===== src/rtl/msc_pkg.sv =====
package msc_pkg;

   // Command codes carried in the request word
   localparam logic CMD_TICK = 1'b0;
   localparam logic CMD_LOAD = 1'b1;

   // Fixed display constants
   localparam logic [4:0] BLANK_CODE       = 5'd16;
   localparam logic [4:0] RADIX_MIN        = 5'd2;
   localparam logic [4:0] RADIX_MAX        = 5'd16;
   localparam logic [4:0] RADIX_RESET      = 5'd10;
   localparam logic [9:0] TICKS_PER_CHANGE = 10'd1000;
   localparam logic [1:0] LAST_GLYPH       = 2'd3;    // four glyphs
   localparam int         NUMBER_WIDTH     = 16;
   localparam int         BITS_PER_STEP    = 4;
   localparam int         DIV_STEPS        = NUMBER_WIDTH / BITS_PER_STEP;

   // Request word
   typedef struct packed {
      logic        cmd;
      logic [15:0] number_value;
      logic        power_on;
      logic        hazard_enable;
   } req_word_type;

   // Response word
   typedef struct packed {
      logic [3:0] digit_select;
      logic [7:0] segment_drive;
      logic [7:0] row_select;
      logic [7:0] row_pattern;
      logic       hazard_lamp;
      logic       digit_overflow;
   } rsp_word_type;

   // Controller states
   typedef enum logic {
      ST_IDLE,
      ST_DIVIDE
   } ctrl_state_type;

   // Controller to datapath
   typedef struct packed {
      logic tick;    // process a tick word this cycle
      logic load;    // start a number load this cycle
      logic divide;  // run one division step
   } dp_cmd_type;

   // Datapath to controller
   typedef struct packed {
      logic conv_last;  // this division step ends the conversion
   } dp_status_type;

   // Seven-segment patterns, codes 0..15 plus blank
   function automatic logic [7:0] seg_pattern(input logic [4:0] code);
      logic [7:0] pat;
      case (code)
         5'd0:    pat = 8'h3F;
         5'd1:    pat = 8'h06;
         5'd2:    pat = 8'h5B;
         5'd3:    pat = 8'h4F;
         5'd4:    pat = 8'h66;
         5'd5:    pat = 8'h6D;
         5'd6:    pat = 8'h7D;
         5'd7:    pat = 8'h07;
         5'd8:    pat = 8'h7F;
         5'd9:    pat = 8'h6F;
         5'd10:   pat = 8'h77;
         5'd11:   pat = 8'h7C;
         5'd12:   pat = 8'h58;
         5'd13:   pat = 8'h5E;
         5'd14:   pat = 8'h79;
         5'd15:   pat = 8'h71;
         default: pat = 8'h00;
      endcase
      return pat;
   endfunction

   // Dot-matrix glyph rows
   function automatic logic [7:0] glyph_row(input logic [1:0] glyph, input logic [2:0] row);
      logic [7:0] pat;
      case ({glyph, row})
         5'd0:    pat = 8'hE7;
         5'd1:    pat = 8'h00;
         5'd2:    pat = 8'hDB;
         5'd3:    pat = 8'hBD;
         5'd4:    pat = 8'h7E;
         5'd5:    pat = 8'hE7;
         5'd6:    pat = 8'hE7;
         5'd7:    pat = 8'h00;
         5'd8:    pat = 8'h7E;
         5'd9:    pat = 8'h7E;
         5'd10:   pat = 8'h00;
         5'd11:   pat = 8'h7E;
         5'd12:   pat = 8'h00;
         5'd13:   pat = 8'hE7;
         5'd14:   pat = 8'hE7;
         5'd15:   pat = 8'h00;
         5'd16:   pat = 8'hE7;
         5'd17:   pat = 8'hDB;
         5'd18:   pat = 8'hE7;
         5'd19:   pat = 8'hFF;
         5'd20:   pat = 8'h00;
         5'd21:   pat = 8'hE7;
         5'd22:   pat = 8'h7F;
         5'd23:   pat = 8'h00;
         5'd24:   pat = 8'h06;
         5'd25:   pat = 8'hDE;
         5'd26:   pat = 8'hA8;
         5'd27:   pat = 8'h76;
         5'd28:   pat = 8'hFE;
         5'd29:   pat = 8'h7F;
         5'd30:   pat = 8'h7F;
         default: pat = 8'h00;
      endcase
      return pat;
   endfunction

endpackage


===== src/rtl/msc_ctrl.sv =====
module msc_ctrl
   import msc_pkg::*;
(
   input  logic          clock,
   input  logic          reset,
   input  logic          req_valid,
   output logic          req_ready,
   input  logic          req_cmd,
   output logic          rsp_valid,
   input  logic          rsp_ready,
   output dp_cmd_type    dp_cmd,
   input  dp_status_type dp_status
);

   ctrl_state_type state_ff, state_in;
   logic           rsp_valid_ff, rsp_valid_in;
   logic           accept;

   // State and response-valid registers
   always_ff @(posedge clock) begin
      if (reset) begin
         state_ff     <= ST_IDLE;
         rsp_valid_ff <= 1'b0;
      end else begin
         state_ff     <= state_in;
         rsp_valid_ff <= rsp_valid_in;
      end
   end

   // Take a word only when idle and the output register is free or draining
   assign req_ready = (state_ff == ST_IDLE) && (!rsp_valid_ff || rsp_ready);
   assign accept    = req_valid && req_ready;
   assign rsp_valid = rsp_valid_ff;

   // Next state and commands
   always_comb begin
      state_in      = state_ff;
      dp_cmd.tick   = 1'b0;
      dp_cmd.load   = 1'b0;
      dp_cmd.divide = 1'b0;
      rsp_valid_in  = rsp_valid_ff && !rsp_ready;
      case (state_ff)
         ST_IDLE: begin
            if (accept) begin
               if (req_cmd == CMD_LOAD) begin
                  dp_cmd.load = 1'b1;
                  state_in    = ST_DIVIDE;
               end else begin
                  dp_cmd.tick  = 1'b1;
                  rsp_valid_in = 1'b1;
               end
            end
         end
         ST_DIVIDE: begin
            dp_cmd.divide = 1'b1;
            if (dp_status.conv_last) begin
               rsp_valid_in = 1'b1;
               state_in     = ST_IDLE;
            end
         end
         default: begin
            state_in = ST_IDLE;
         end
      endcase
   end

endmodule


===== src/rtl/msc_dp.sv =====
module msc_dp
   import msc_pkg::*;
#(
   parameter int NUM_DIGITS        = 4,
   parameter int DIGIT_STORE_DEPTH = 5
) (
   input  logic          clock,
   input  logic          reset,
   input  req_word_type  req_data,
   input  logic          csr_valid,
   input  logic [4:0]    csr_data,
   input  dp_cmd_type    dp_cmd,
   output dp_status_type dp_status,
   output rsp_word_type  rsp_data
);

   localparam int DPW = (NUM_DIGITS > 1) ? $clog2(NUM_DIGITS) : 1;
   localparam int SIW = (DIGIT_STORE_DEPTH > 1) ? $clog2(DIGIT_STORE_DEPTH) : 1;
   localparam int STW = (DIV_STEPS > 1) ? $clog2(DIV_STEPS) : 1;

   logic [4:0]           radix_ff;
   logic [4:0]           div_radix_ff, div_radix_in;
   logic [4:0]           store_ff [DIGIT_STORE_DEPTH];
   logic [DPW-1:0]       digit_ptr_ff, digit_ptr_in;
   logic [2:0]           row_ptr_ff, row_ptr_in;
   logic [1:0]           glyph_ff, glyph_in;
   logic [9:0]           tick_cnt_ff, tick_cnt_in;
   logic                 hazard_ff, hazard_in;
   logic [3:0]           held_sel_ff, held_sel_in;
   logic [7:0]           held_seg_ff, held_seg_in;
   logic [7:0]           held_pat_ff, held_pat_in;
   logic [SIW-1:0]       pos_ff;
   logic [STW-1:0]       step_ff;
   logic [4:0]           rem_ff, rem_v;
   logic [15:0]          quo_ff, quo_v;
   logic [5:0]           trial;
   logic [4:0]           code;
   logic                 step_last, pos_last, conv_last;
   rsp_word_type         rsp_ff, rsp_in;

   // Radix register
   always_ff @(posedge clock) begin
      if (reset) begin
         radix_ff <= RADIX_RESET;
      end else if (csr_valid) begin
         radix_ff <= csr_data;
      end
   end

   // Clamp radix into the supported range at load start
   always_comb begin
      div_radix_in = div_radix_ff;
      if (dp_cmd.load) begin
         if (radix_ff < RADIX_MIN) begin
            div_radix_in = RADIX_MIN;
         end else if (radix_ff > RADIX_MAX) begin
            div_radix_in = RADIX_MAX;
         end else begin
            div_radix_in = radix_ff;
         end
      end
   end

   // One division step: BITS_PER_STEP restoring compare-subtract bits
   always_comb begin
      rem_v = rem_ff;
      quo_v = quo_ff;
      trial = '0;
      for (int b = 0; b < BITS_PER_STEP; b++) begin
         trial = {rem_v, quo_v[15]};
         quo_v = {quo_v[14:0], 1'b0};
         if (trial >= {1'b0, div_radix_ff}) begin
            rem_v    = 5'(trial - {1'b0, div_radix_ff});
            quo_v[0] = 1'b1;
         end else begin
            rem_v = trial[4:0];
         end
      end
   end

   assign step_last = (step_ff == STW'(DIV_STEPS - 1));
   assign pos_last  = (int'(pos_ff) == DIGIT_STORE_DEPTH - 1);
   assign conv_last = step_last && ((quo_v == '0) || pos_last);
   assign dp_status.conv_last = conv_last;

   // Divider registers and digit store
   always_ff @(posedge clock) begin
      if (reset) begin
         for (int i = 0; i < DIGIT_STORE_DEPTH; i++) begin
            store_ff[i] <= BLANK_CODE;
         end
      end else if (dp_cmd.load) begin
         for (int i = 1; i < DIGIT_STORE_DEPTH; i++) begin
            store_ff[i] <= BLANK_CODE;
         end
      end else if (dp_cmd.divide && step_last) begin
         store_ff[pos_ff] <= rem_v;
      end
   end

   always_ff @(posedge clock) begin
      div_radix_ff <= div_radix_in;
      if (dp_cmd.load) begin
         pos_ff  <= '0;
         step_ff <= '0;
         rem_ff  <= '0;
         quo_ff  <= req_data.number_value;
      end else if (dp_cmd.divide) begin
         quo_ff <= quo_v;
         if (step_last) begin
            step_ff <= '0;
            rem_ff  <= '0;
            if (!conv_last) begin
               pos_ff <= pos_ff + 1'b1;
            end
         end else begin
            step_ff <= step_ff + 1'b1;
            rem_ff  <= rem_v;
         end
      end
   end

   // Digit code for the selected position; missing or bad codes show blank
   always_comb begin
      code = BLANK_CODE;
      for (int i = 0; i < DIGIT_STORE_DEPTH; i++) begin
         if (int'(digit_ptr_ff) == i) begin
            code = store_ff[i];
         end
      end
      if (code > BLANK_CODE) begin
         code = BLANK_CODE;
      end
   end

   // Tick processing
   always_comb begin
      digit_ptr_in = digit_ptr_ff;
      row_ptr_in   = row_ptr_ff;
      glyph_in     = glyph_ff;
      tick_cnt_in  = tick_cnt_ff;
      hazard_in    = hazard_ff;
      held_sel_in  = held_sel_ff;
      held_seg_in  = held_seg_ff;
      held_pat_in  = held_pat_ff;
      if (dp_cmd.tick) begin
         if (req_data.power_on) begin
            // digit scan
            held_sel_in = 4'hF;
            for (int i = 0; i < 4; i++) begin
               if (int'(digit_ptr_ff) == i) begin
                  held_sel_in[i] = 1'b0;
               end
            end
            held_seg_in = ~seg_pattern(code);
            if (int'(digit_ptr_ff) == NUM_DIGITS - 1) begin
               digit_ptr_in = '0;
            end else begin
               digit_ptr_in = digit_ptr_ff + 1'b1;
            end
            // matrix row, advanced before use
            row_ptr_in  = row_ptr_ff + 3'd1;
            held_pat_in = glyph_row(glyph_ff, row_ptr_in);
            // glyph and hazard timing
            tick_cnt_in = tick_cnt_ff + 10'd1;
            if (tick_cnt_in == TICKS_PER_CHANGE) begin
               tick_cnt_in = '0;
               glyph_in    = (glyph_ff == LAST_GLYPH) ? 2'd0 : glyph_ff + 2'd1;
               if (req_data.hazard_enable) begin
                  hazard_in = !hazard_ff;
               end
            end
         end else begin
            row_ptr_in  = '0;
            glyph_in    = '0;
            held_seg_in = 8'hFF;
            held_pat_in = 8'hFF;
         end
      end
   end

   always_ff @(posedge clock) begin
      if (reset) begin
         digit_ptr_ff <= '0;
         row_ptr_ff   <= '0;
         glyph_ff     <= '0;
         tick_cnt_ff  <= '0;
         hazard_ff    <= 1'b0;
         held_sel_ff  <= 4'hF;
         held_seg_ff  <= 8'hFF;
         held_pat_ff  <= 8'hFF;
      end else begin
         digit_ptr_ff <= digit_ptr_in;
         row_ptr_ff   <= row_ptr_in;
         glyph_ff     <= glyph_in;
         tick_cnt_ff  <= tick_cnt_in;
         hazard_ff    <= hazard_in;
         held_sel_ff  <= held_sel_in;
         held_seg_ff  <= held_seg_in;
         held_pat_ff  <= held_pat_in;
      end
   end

   // Output register: loaded on a tick or at the end of a conversion
   always_comb begin
      rsp_in                = rsp_ff;
      rsp_in.digit_select   = held_sel_in;
      rsp_in.segment_drive  = held_seg_in;
      rsp_in.row_select     = 8'(9'd1 << row_ptr_in);
      rsp_in.row_pattern    = held_pat_in;
      rsp_in.hazard_lamp    = hazard_in;
      rsp_in.digit_overflow = dp_cmd.divide && (quo_v != '0);
   end

   always_ff @(posedge clock) begin
      if (dp_cmd.tick || (dp_cmd.divide && conv_last)) begin
         rsp_ff <= rsp_in;
      end
   end

   assign rsp_data = rsp_ff;

endmodule


===== src/rtl/multiplexed_display_scanner_top.sv =====
// Channel  | Ports                          | Word
// ---------+--------------------------------+----------------------------
// request  | req_valid, req_ready, req_data | cmd, number, power, hazard
// response | rsp_valid, rsp_ready, rsp_data | selects, patterns, lamp, ovf
// csr      | csr_valid, csr_ready, csr_data | digit radix (5 bits)
//
// A tick word's response is valid in the cycle after acceptance.
// A load word runs through the 4-bit-per-cycle divider, one digit per pass,
// for 1 to DIGIT_STORE_DEPTH digits (5 by default).
// Synchronous active-high reset; no clearing pass is needed.
// A new word is taken while the response register is being drained.
module multiplexed_display_scanner_top
   import msc_pkg::*;
#(
   parameter int NUM_DIGITS        = 4,
   parameter int DIGIT_STORE_DEPTH = 5
) (
   input  logic         clock,
   input  logic         reset,
   input  logic         req_valid,
   output logic         req_ready,
   input  req_word_type req_data,
   output logic         rsp_valid,
   input  logic         rsp_ready,
   output rsp_word_type rsp_data,
   input  logic         csr_valid,
   output logic         csr_ready,
   input  logic [4:0]   csr_data
);

   dp_cmd_type    dp_cmd;
   dp_status_type dp_status;

   // Radix writes must arrive only while idle; the block itself does not enforce it
   assign csr_ready = 1'b1;

   msc_ctrl u_ctrl (
      .clock     (clock),
      .reset     (reset),
      .req_valid (req_valid),
      .req_ready (req_ready),
      .req_cmd   (req_data.cmd),
      .rsp_valid (rsp_valid),
      .rsp_ready (rsp_ready),
      .dp_cmd    (dp_cmd),
      .dp_status (dp_status)
   );

   msc_dp #(
      .NUM_DIGITS        (NUM_DIGITS),
      .DIGIT_STORE_DEPTH (DIGIT_STORE_DEPTH)
   ) u_dp (
      .clock     (clock),
      .reset     (reset),
      .req_data  (req_data),
      .csr_valid (csr_valid),
      .csr_data  (csr_data),
      .dp_cmd    (dp_cmd),
      .dp_status (dp_status),
      .rsp_data  (rsp_data)
   );

endmodule


===== config.mk =====
export PLATFORM = sky130hd
export DESIGN_NAME = multiplexed_display_scanner_top
export DESIGN_NICKNAME = d
export VERILOG_FILES = /design/src/rtl/msc_pkg.sv /design/src/rtl/msc_ctrl.sv /design/src/rtl/msc_dp.sv /design/src/rtl/multiplexed_display_scanner_top.sv
export SDC_FILE = /design/constraint.sdc
export NUM_CORES = 1
export LEC_CHECK = 0
export ABC_AREA = 0
export BUFFER_PORTS_ARGS = -buffer_cell sky130_fd_sc_hd__buf_2
export CORE_MARGIN = 3
export CORE_UTILIZATION = 55
export CTS_CLUSTER_SIZE = 25
export DETAILED_ROUTE_END_ITERATION = 8
export GPL_TIMING_DRIVEN = 0
export PLACE_DENSITY = 0.82
export SYNTH_ARGS = -nofsm -noshare
export SYNTH_HDL_FRONTEND = slang
export SYNTH_SLANG_ARGS = --single-unit

===== constraint.sdc =====
create_clock -name clock -period 15.6 [get_ports clock]
set_input_delay 3.9 -clock clock [delete_from_list [all_inputs] [get_ports clock]]
set_output_delay 3.9 -clock clock [all_outputs]
set_load 0.05 [all_outputs]

Word level (Yosys, flattened, before mapping)
Memories as Yosys holds them, arrays and structs flattened.
Index checks and enable logic that the tools add are counted.
{ "totals": {"ff_bits": 106, "latch_bits": 0, "ram_bits": 25, "rom_bits": 368, "inputBits": 29, "out_inout_bits": 33, "wordCells": 151, "n_memories": 3} }
{ "op_classes": {"n_addsub": 10, "mul": 0, "div": 0, "order_cmp": 7, "n_eq_ne": 8, "shift": 1, "n_mux": 70, "n_bitwise": 7, "n_reduce_logical": 22} }
{ "memory_table": {"columns": ["memory", "words", "word_bits", "rd", "rd_clocked_by_memory_dff", "wr", "line", "source"], "rows": [
  ["(name not given)", 32, 8, 1, 0, 0, "msc_pkg.sv:82", "case ({glyph, row})"],
  ["(name not given)", 16, 7, 1, 0, 0, "msc_pkg.sv:57", "case (code)"],
  ["u_dp.store_ff", 5, 5, 4, 0, 5, "msc_dp.sv:23", "logic [4:0] store_ff [DIGIT_STORE_DEPTH];"]
]} }
{ "ops": {"columns": ["cell", "n"], "rows": [
  ["5-bit two-way mux", 16],
  ["8-bit two-way mux", 7],
  ["16-bit two-way mux", 2],
  ["1-bit two-way mux", 30],
  ["6-bit by 5-bit >= comparator with 1-bit output", 4],
  ["5-bit subtractor", 4],
  ["16-bit logical NOT", 1],
  ["16-bit nonzero test", 1],
  ["2-bit two-way mux", 7],
  ["10-bit by 1-bit adder with 10-bit output, second input constant", 1],
  ["10-bit == test, second input constant", 1],
  ["5-bit greater-than comparator, second input constant", 2],
  ["10-bit two-way mux", 1],
  ["3-bit two-way mux", 3],
  ["2-bit == test, second input constant", 4],
  ["4-bit two-way mux", 2],
  ["8-bit NOT", 1],
  ["1-bit by 3-bit left shift with 8-bit output, first input constant", 1],
  ["1-bit logical AND", 7],
  ["2-bit by 1-bit adder with 2-bit output, second input constant", 3],
  ["3-bit by 1-bit adder with 3-bit output, second input constant", 2],
  ["5-bit by 2-bit < comparator with 1-bit output, second input constant", 1],
  ["5-bit OR reduction", 1],
  ["1-bit bitwise OR", 4],
  ["other kinds (12)", 19]
]} }

Depth between registers and ports, before layout
An unclocked memory read counts as a cell.
{ "logic_depth": {"depth_word": 14, "ltp_mapped": 36, "depth_no_buf": 33} }

Hierarchy
Synthesis repeated with hierarchy kept, for this count alone.
{ "unflattened": {"hier_cells": 697, "area_unflattened_um2": 6891.6} }
{ "by_module_without_submodules": {"columns": ["module", "n_inst", "cells_each", "area_per_inst_um2", "seq_area_each_um2"], "rows": [
  ["msc_dp", 1, 681, 6762.7, 3193.1],
  ["msc_ctrl", 1, 14, 117.6, 40.0],
  ["multiplexed_display_scanner_top", 1, 2, 11.3, 0.0]
]} }

Least setup slack after synthesis
OpenSTA, ideal clock, no wires.
{ "synth_path": {"kind": "register to register", "from": "register u_dp.quo_ff[15]", "to": "register u_dp.rsp_ff, in the netlist u_dp.rsp_data[0], enable pin", "setup_time_ns": 0.459, "t_arrival_ns": 8.696, "t_required_ns": 15.141, "path_slack_ns": 6.445, "path_stages_with_launch": 33, "n_path_buf": 3, "period_less_slack_ns": 9.155, "path_cell_list": "edfxtp_1 inv_1 ha_1 inv_1 fa_1 a211oi_1 o21a_2 nand2_1 o21ai_0 ha_1 and3_1 a31o_2 a211oi_2 and2_4 buf_6 mux2_2 inv_1 ha_1 a21bo_2 a21oi_1 o21a_1 o31ai_1 o31ai_4 buf_2 mux2_2 ha_1 a21oi_1 a21oi_1 a211oi_4 and4b_1 buf_2 a21oi_1 o21ai_0"} }
{ "synth_between": {"elab_chain_len": 13, "word_cells_on_any_way": 19, "cone_classes": "add/sub (3); order compare (4); mux (7); reduce/logical (5)"} }
{ "synth_rtl": {"columns": ["item", "line", "source"], "rows": [
  ["start, declared", "msc_dp.sv:35", "logic [15:0] quo_ff, quo_v;"],
  ["start signal, assigned", "msc_dp.sv:107", "quo_ff <= req_data.number_value;"],
  ["start signal, assigned", "msc_dp.sv:109", "quo_ff <= quo_v;"],
  ["5-bit subtractor or 6-bit by 5-bit >= comparator with 1-bit output (tied branches)", "msc_dp.sv:73, msc_dp.sv:72", null],
  ["5-bit two-way mux", "msc_dp.sv:72", "if (trial >= {1'b0, div_radix_ff}) begin"],
  ["5-bit subtractor or 6-bit by 5-bit >= comparator with 1-bit output (tied branches)", "msc_dp.sv:73, msc_dp.sv:72", null],
  ["5-bit two-way mux", "msc_dp.sv:72", null],
  ["5-bit subtractor or 6-bit by 5-bit >= comparator with 1-bit output (tied branches)", "msc_dp.sv:73, msc_dp.sv:72", null],
  ["5-bit two-way mux", "msc_dp.sv:72", null],
  ["6-bit by 5-bit >= comparator with 1-bit output", "msc_dp.sv:72", null],
  ["1-bit two-way mux", "msc_dp.sv:72", null],
  ["16-bit logical NOT *", "msc_dp.sv:83", "assign conv_last = step_last && ((quo_v == '0) || pos_last);"],
  ["1-bit logical OR *", "msc_dp.sv:83", null],
  ["1-bit logical AND *", "msc_dp.sv:83", null],
  ["1-bit logical AND *", "msc_dp.sv:216", "if (dp_cmd.tick || (dp_cmd.divide && conv_last)) begin"],
  ["1-bit logical OR *", "msc_dp.sv:216", null],
  ["end signal, assigned", "msc_dp.sv:217", "rsp_ff <= rsp_in;"],
  ["end, declared", "msc_dp.sv:39", "rsp_word_type rsp_ff, rsp_in;"]
]} }
Mark *: on every way between the ends. The rest lies on a longest branch, timed or not.
A chain may end at the register's enable or synchronous reset.

Worst setup path after layout
{ "layout_path": {"from": "register u_dp.div_radix_ff[1]", "to": "register u_dp.rsp_ff, in the netlist u_dp.rsp_data[8], enable pin"} }
{ "layout_between": {"elab_chain_len": 13, "word_cells_on_any_way": 19, "cone_classes": "add/sub (3); order compare (4); mux (7); reduce/logical (5)"} }
{ "layout_rtl": {"columns": ["item", "line", "source"], "rows": [
  ["start, declared", "msc_dp.sv:22", "logic [4:0] div_radix_ff, div_radix_in;"],
  ["start signal, assigned", "msc_dp.sv:102", "div_radix_ff <= div_radix_in;"],
  ["5-bit subtractor or 6-bit by 5-bit >= comparator with 1-bit output (tied branches)", "msc_dp.sv:73, msc_dp.sv:72", null],
  ["5-bit two-way mux", "msc_dp.sv:72", null],
  ["5-bit subtractor or 6-bit by 5-bit >= comparator with 1-bit output (tied branches)", "msc_dp.sv:73, msc_dp.sv:72", null],
  ["5-bit two-way mux", "msc_dp.sv:72", null],
  ["5-bit subtractor or 6-bit by 5-bit >= comparator with 1-bit output (tied branches)", "msc_dp.sv:73, msc_dp.sv:72", null],
  ["5-bit two-way mux", "msc_dp.sv:72", null],
  ["6-bit by 5-bit >= comparator with 1-bit output", "msc_dp.sv:72", null],
  ["1-bit two-way mux", "msc_dp.sv:72", null],
  ["16-bit logical NOT *", "msc_dp.sv:83", null],
  ["1-bit logical OR *", "msc_dp.sv:83", null],
  ["1-bit logical AND *", "msc_dp.sv:83", null],
  ["1-bit logical AND *", "msc_dp.sv:216", null],
  ["1-bit logical OR *", "msc_dp.sv:216", null]
]} }
Marks and branches as above.

==> summary.txt <==
Clocking
  – PostCTS Resize Cnt: 0
  – Clock Pin Slew Worst Setup and Hold Paths: about 0.060 ns
  – CTS tree: built
  – H-tree Lvls: 4
  – CTS Sinks: about 130
  – CTS root buf: clkbuf_16
  – Hold Buf Count CTS: 0
  – Postcts setup bufs: 0
  – CTS Buffer Depth: 2
  – Worst skew pair latency: between 0.4 and 0.5 ns
  – CTS Buf Count: 17

Finish
  – FILL cells: 929
  – Nets: 865
  – Fraction of layout instances using a drive strength above 1: 17.93%
  – Most frequent cells in the layout: nand2_1 (94), nor2_1 (79), edfxtp_1 (71), buf_2 (63), dfxtp_1 (55)
  – Commonest non-fill, non-tap cell in the layout: nand2_1
  – Area grow syn2layout: 17.32%
  – Storage cell area: 0.003233 mm^2
  – Multi-input gate area: 0.003452 mm^2
  – Final std cells w/o fill: between 900 and 1k
  – Final instance area: about 0.0081 mm^2
  – Ant. Diodes: 0

Yosys
  – Post-synth ARST share: 0%
  – Synth warn: 0
  – #FFs+latches synth: 126
  – EDFF count, synth: ~70
  – Syn Std Cell Area: 0.006927 mm^2
  – Post-synthesis sequential area ratio: 46.68%
  – Post-Synthesis Cells: 712
  – Netlist cell types: 68
  – Avg Cell Area, Syn: slightly below 10 um^2
  – Post-Synthesis Net Count: 787
  – Predominant post-synthesis flop cell: edfxtp_1

STA
  – Unrepaired setup endpoints after global routing: no
  – Final Setup Violations: 0
  – Final period util: ~57%
  – Final min period: 8.851 ns
  – Final Skew: 0.006939 ns
  – Fmax: 113.0 MHz
  – Fin Setup TNS: 0 ns
  – Worst-Margin Slew: 1.013 ns
  – Fin. max-slew vios: 0
  – Slew headroom: 32.22%
  – Final hold vios: 0

Place
  – DP HPWL: between 10000 and 15000 um
  – Port buffer count: 59
  – Placed insts: 939
  – GPL Wtd Cong: 0.9029
  – Post-DP Area: between 0.007 and 0.008 mm^2

Power and ir drop
  – Sequential power share: a little over a fifth
  – Pwr Total: between 1.5 and 2 mW
  – Internal power: 1.123 mW
  – Pwr per Cell Area: ~230 mW/mm^2
  – Worst-case vdd ir drop: around 0.26 mV
  – Leak: 3.239 nW
  – Clock power frac: 24.7%
  – Power share of the combinational group: 53.6%
  – Switch Pwr: 737.8 uW
  – Switching share of power: 39.64%

Critical path
  – Critical path type: reg -> reg
  – Crit-path slowest cell: o21ai_4
  – Critical path origin: u_dp.div_radix_ff[1]$_SDFFCE_PP1P_
  – Crit path to: u_dp.rsp_data[8]$_DFFE_PP_
  – Worst EP required: 15.65 ns
  – R2R setup slack: between 6 and 7 ns
  – Reg2Reg Depth: 33
  – Worst reg2reg startpoint: u_dp.div_radix_ff[1]$_SDFFCE_PP1P_
  – Crit path arrival time: between 8 and 9 ns
  – Crit-path max FO: 30
  – CP startpoint kind: flop
  – Reg-to-Reg End: u_dp.rsp_data[8]$_DFFE_PP_
  – Worst stage delay on the critical path: 0.82 ns
  – CP Capture Type: flop

Routing
  – Total Wirelength: 16150 um
  – Vias per inst: between 5 and 6
  – Drt initial violations: around 490
  – Total number of vias: 5596
  – DRC Markers: 0
  – ANT nets after route: 0
  – Pre-antenna DRT Iters: 6
  – Drt wl/cell: 16.63 um

GRT
  – First-pass GRT wire length: 26360 um
  – GRT overflow: 0
  – Vias in the first global route: 5571
  – Pin count of the biggest net entering global routing: 31
  – Total GRT Usage: between 20% and 30%
  – Initial antenna violation count: 0

Floorplanning
  – Initial Utilization: 56.95%
  – Num ports: 62
  – Std-Cell Rows: 40
  – Die H: 118.2 um
  – Die area: 0.01398 mm^2
  – Core area: around 0.012 mm^2
  – Die Width: ~120 um

Flow run
  – Max Cap Viol: 0

Status
  – Outcome: completed

Worst hold path
  – HP Class: reg -> reg
-- state kept, by name (all words and copies together) (netlist names), 3 cells and up --
signal,cells
u_dp.held_pat_ff,8
u_dp.row_ptr_ff,3
u_dp.radix_ff,5
u_dp.rsp_data,30
u_dp.quo_ff,16
u_dp.store_ff,20
u_dp.div_radix_ff,5
u_dp.pos_ff,3
u_dp.tick_cnt_ff,10
u_dp.rem_ff,5
u_dp.held_sel_ff,4
u_dp.held_seg_ff,8
-- cells in the mapped netlist (16+ instances only) --
cell type | instances | area [um^2]
or2_2 | 19 | 118.9
o21ai_0 | 25 | 125.1
nor3_1 | 16 | 80.08
inv_1 | 33 | 123.9
clkbuf_1 | 23 | 86.33
nand2_1 | 94 | 352.8
edfxtp_1 | 71 | 2132
ha_1 | 42 | 525.5
nor2b_1 | 25 | 156.4
nor2_1 | 79 | 296.5
a21oi_1 | 39 | 195.2
dfxtp_1 | 55 | 1101
-- logic make-up after synthesis --
family,Yosys count,share of synthesized area [%]
simple gates,290,19.85
compound gates,138,13.84
flops,126,46.68
buf+inv,63,3.649
fa+ha+maj,46,8.743
mux,26,4.407
xor+xnor,22,2.782
other cells,1,0.05414
-- final cells by class --
class | count | area share (%)
Inverter | 34 | 1.570
Timing Repair Buffer | 59 | 3.634
Clock inverter | 15 | 3.172
Clock buffer | 17 | 5.235
Buffer | 29 | 1.540
Multi-Input combinational cell | 523 | 42.48
Sequential cell | 126 | 39.78
Tap cell | 168 | 2.587
-- power groups by stage --
stage / logic, mW / registers [mW] / clock network (mW)
4_1_cts: 0.983 / 0.403 / 0.463
3_5_place_dp: 0.978 / 0.410 / 0
2_1_floorplan: 0.774 / 0.414 / 0
6_report: 0.998 / 0.404 / 0.459
3_3_place_gp: 0.935 / 0.409 / 0
5_1_grt: 1.08 / 0.406 / 0.478
-- critical path: cells and delay by family (launching register included) --
family          cells  cell delay [ns]
mux                 1             0.39
buf+inv             7             1.11
fa+ha+maj           4             1.33
flops               1             0.50
compound gates     17             4.35
simple gates        4             0.76
-- how the worst min path moves through the flow --
stage	startpoint	to	slack, ns	cells past startpoint
6_report	u_dp.held_seg_ff[7]$_SDFF_PP1_	u_dp.held_seg_ff[7]$_SDFF_PP1_	0.45	1
4_1_cts	u_dp.held_seg_ff[7]$_SDFF_PP1_	u_dp.held_seg_ff[7]$_SDFF_PP1_	0.46	1
3_3_place_gp	u_dp.held_seg_ff[7]$_SDFF_PP1_	u_dp.held_seg_ff[7]$_SDFF_PP1_	0.42	1
2_1_floorplan	u_dp.held_seg_ff[7]$_SDFF_PP1_	u_dp.held_seg_ff[7]$_SDFF_PP1_	0.40	1
5_1_grt	u_dp.held_seg_ff[7]$_SDFF_PP1_	u_dp.held_seg_ff[7]$_SDFF_PP1_	0.46	1
3_5_place_dp	u_dp.held_seg_ff[7]$_SDFF_PP1_	u_dp.held_seg_ff[7]$_SDFF_PP1_	0.43	1
-- layer usage --
| layer | up-vias | track usage (%) | wire length, um |
|---|---|---|---|
| li1 | 2667 | - | - |
| met3 | 50 | 5.263 | 1016 |
| met1 | 2639 | 27.54 | 6466 |
| met2 | 240 | 40.55 | 8129 |
| met5 | - | 0 | 0 |
| met4 | 0 | 11.43 | 537 |
-- per-stage QoR --
| step | setup WS (ns) | hold WS, ns | util (%) |
|---|---|---|---|
| 2_1_floorplan | 6.445 | 0.4050 | - |
| 3_3_place_gp | 4.693 | 0.4184 | 61.11 |
| 3_5_place_dp | 6.771 | 0.4307 | 61.20 |
| 4_1_cts | 6.751 | 0.4556 | 66.82 |
| 5_1_grt | 6.118 | 0.4649 | 66.82 |
| 6_report | 6.749 | 0.4548 | 66.82 |
Note: power is estimated with default switching activity, not from simulation.
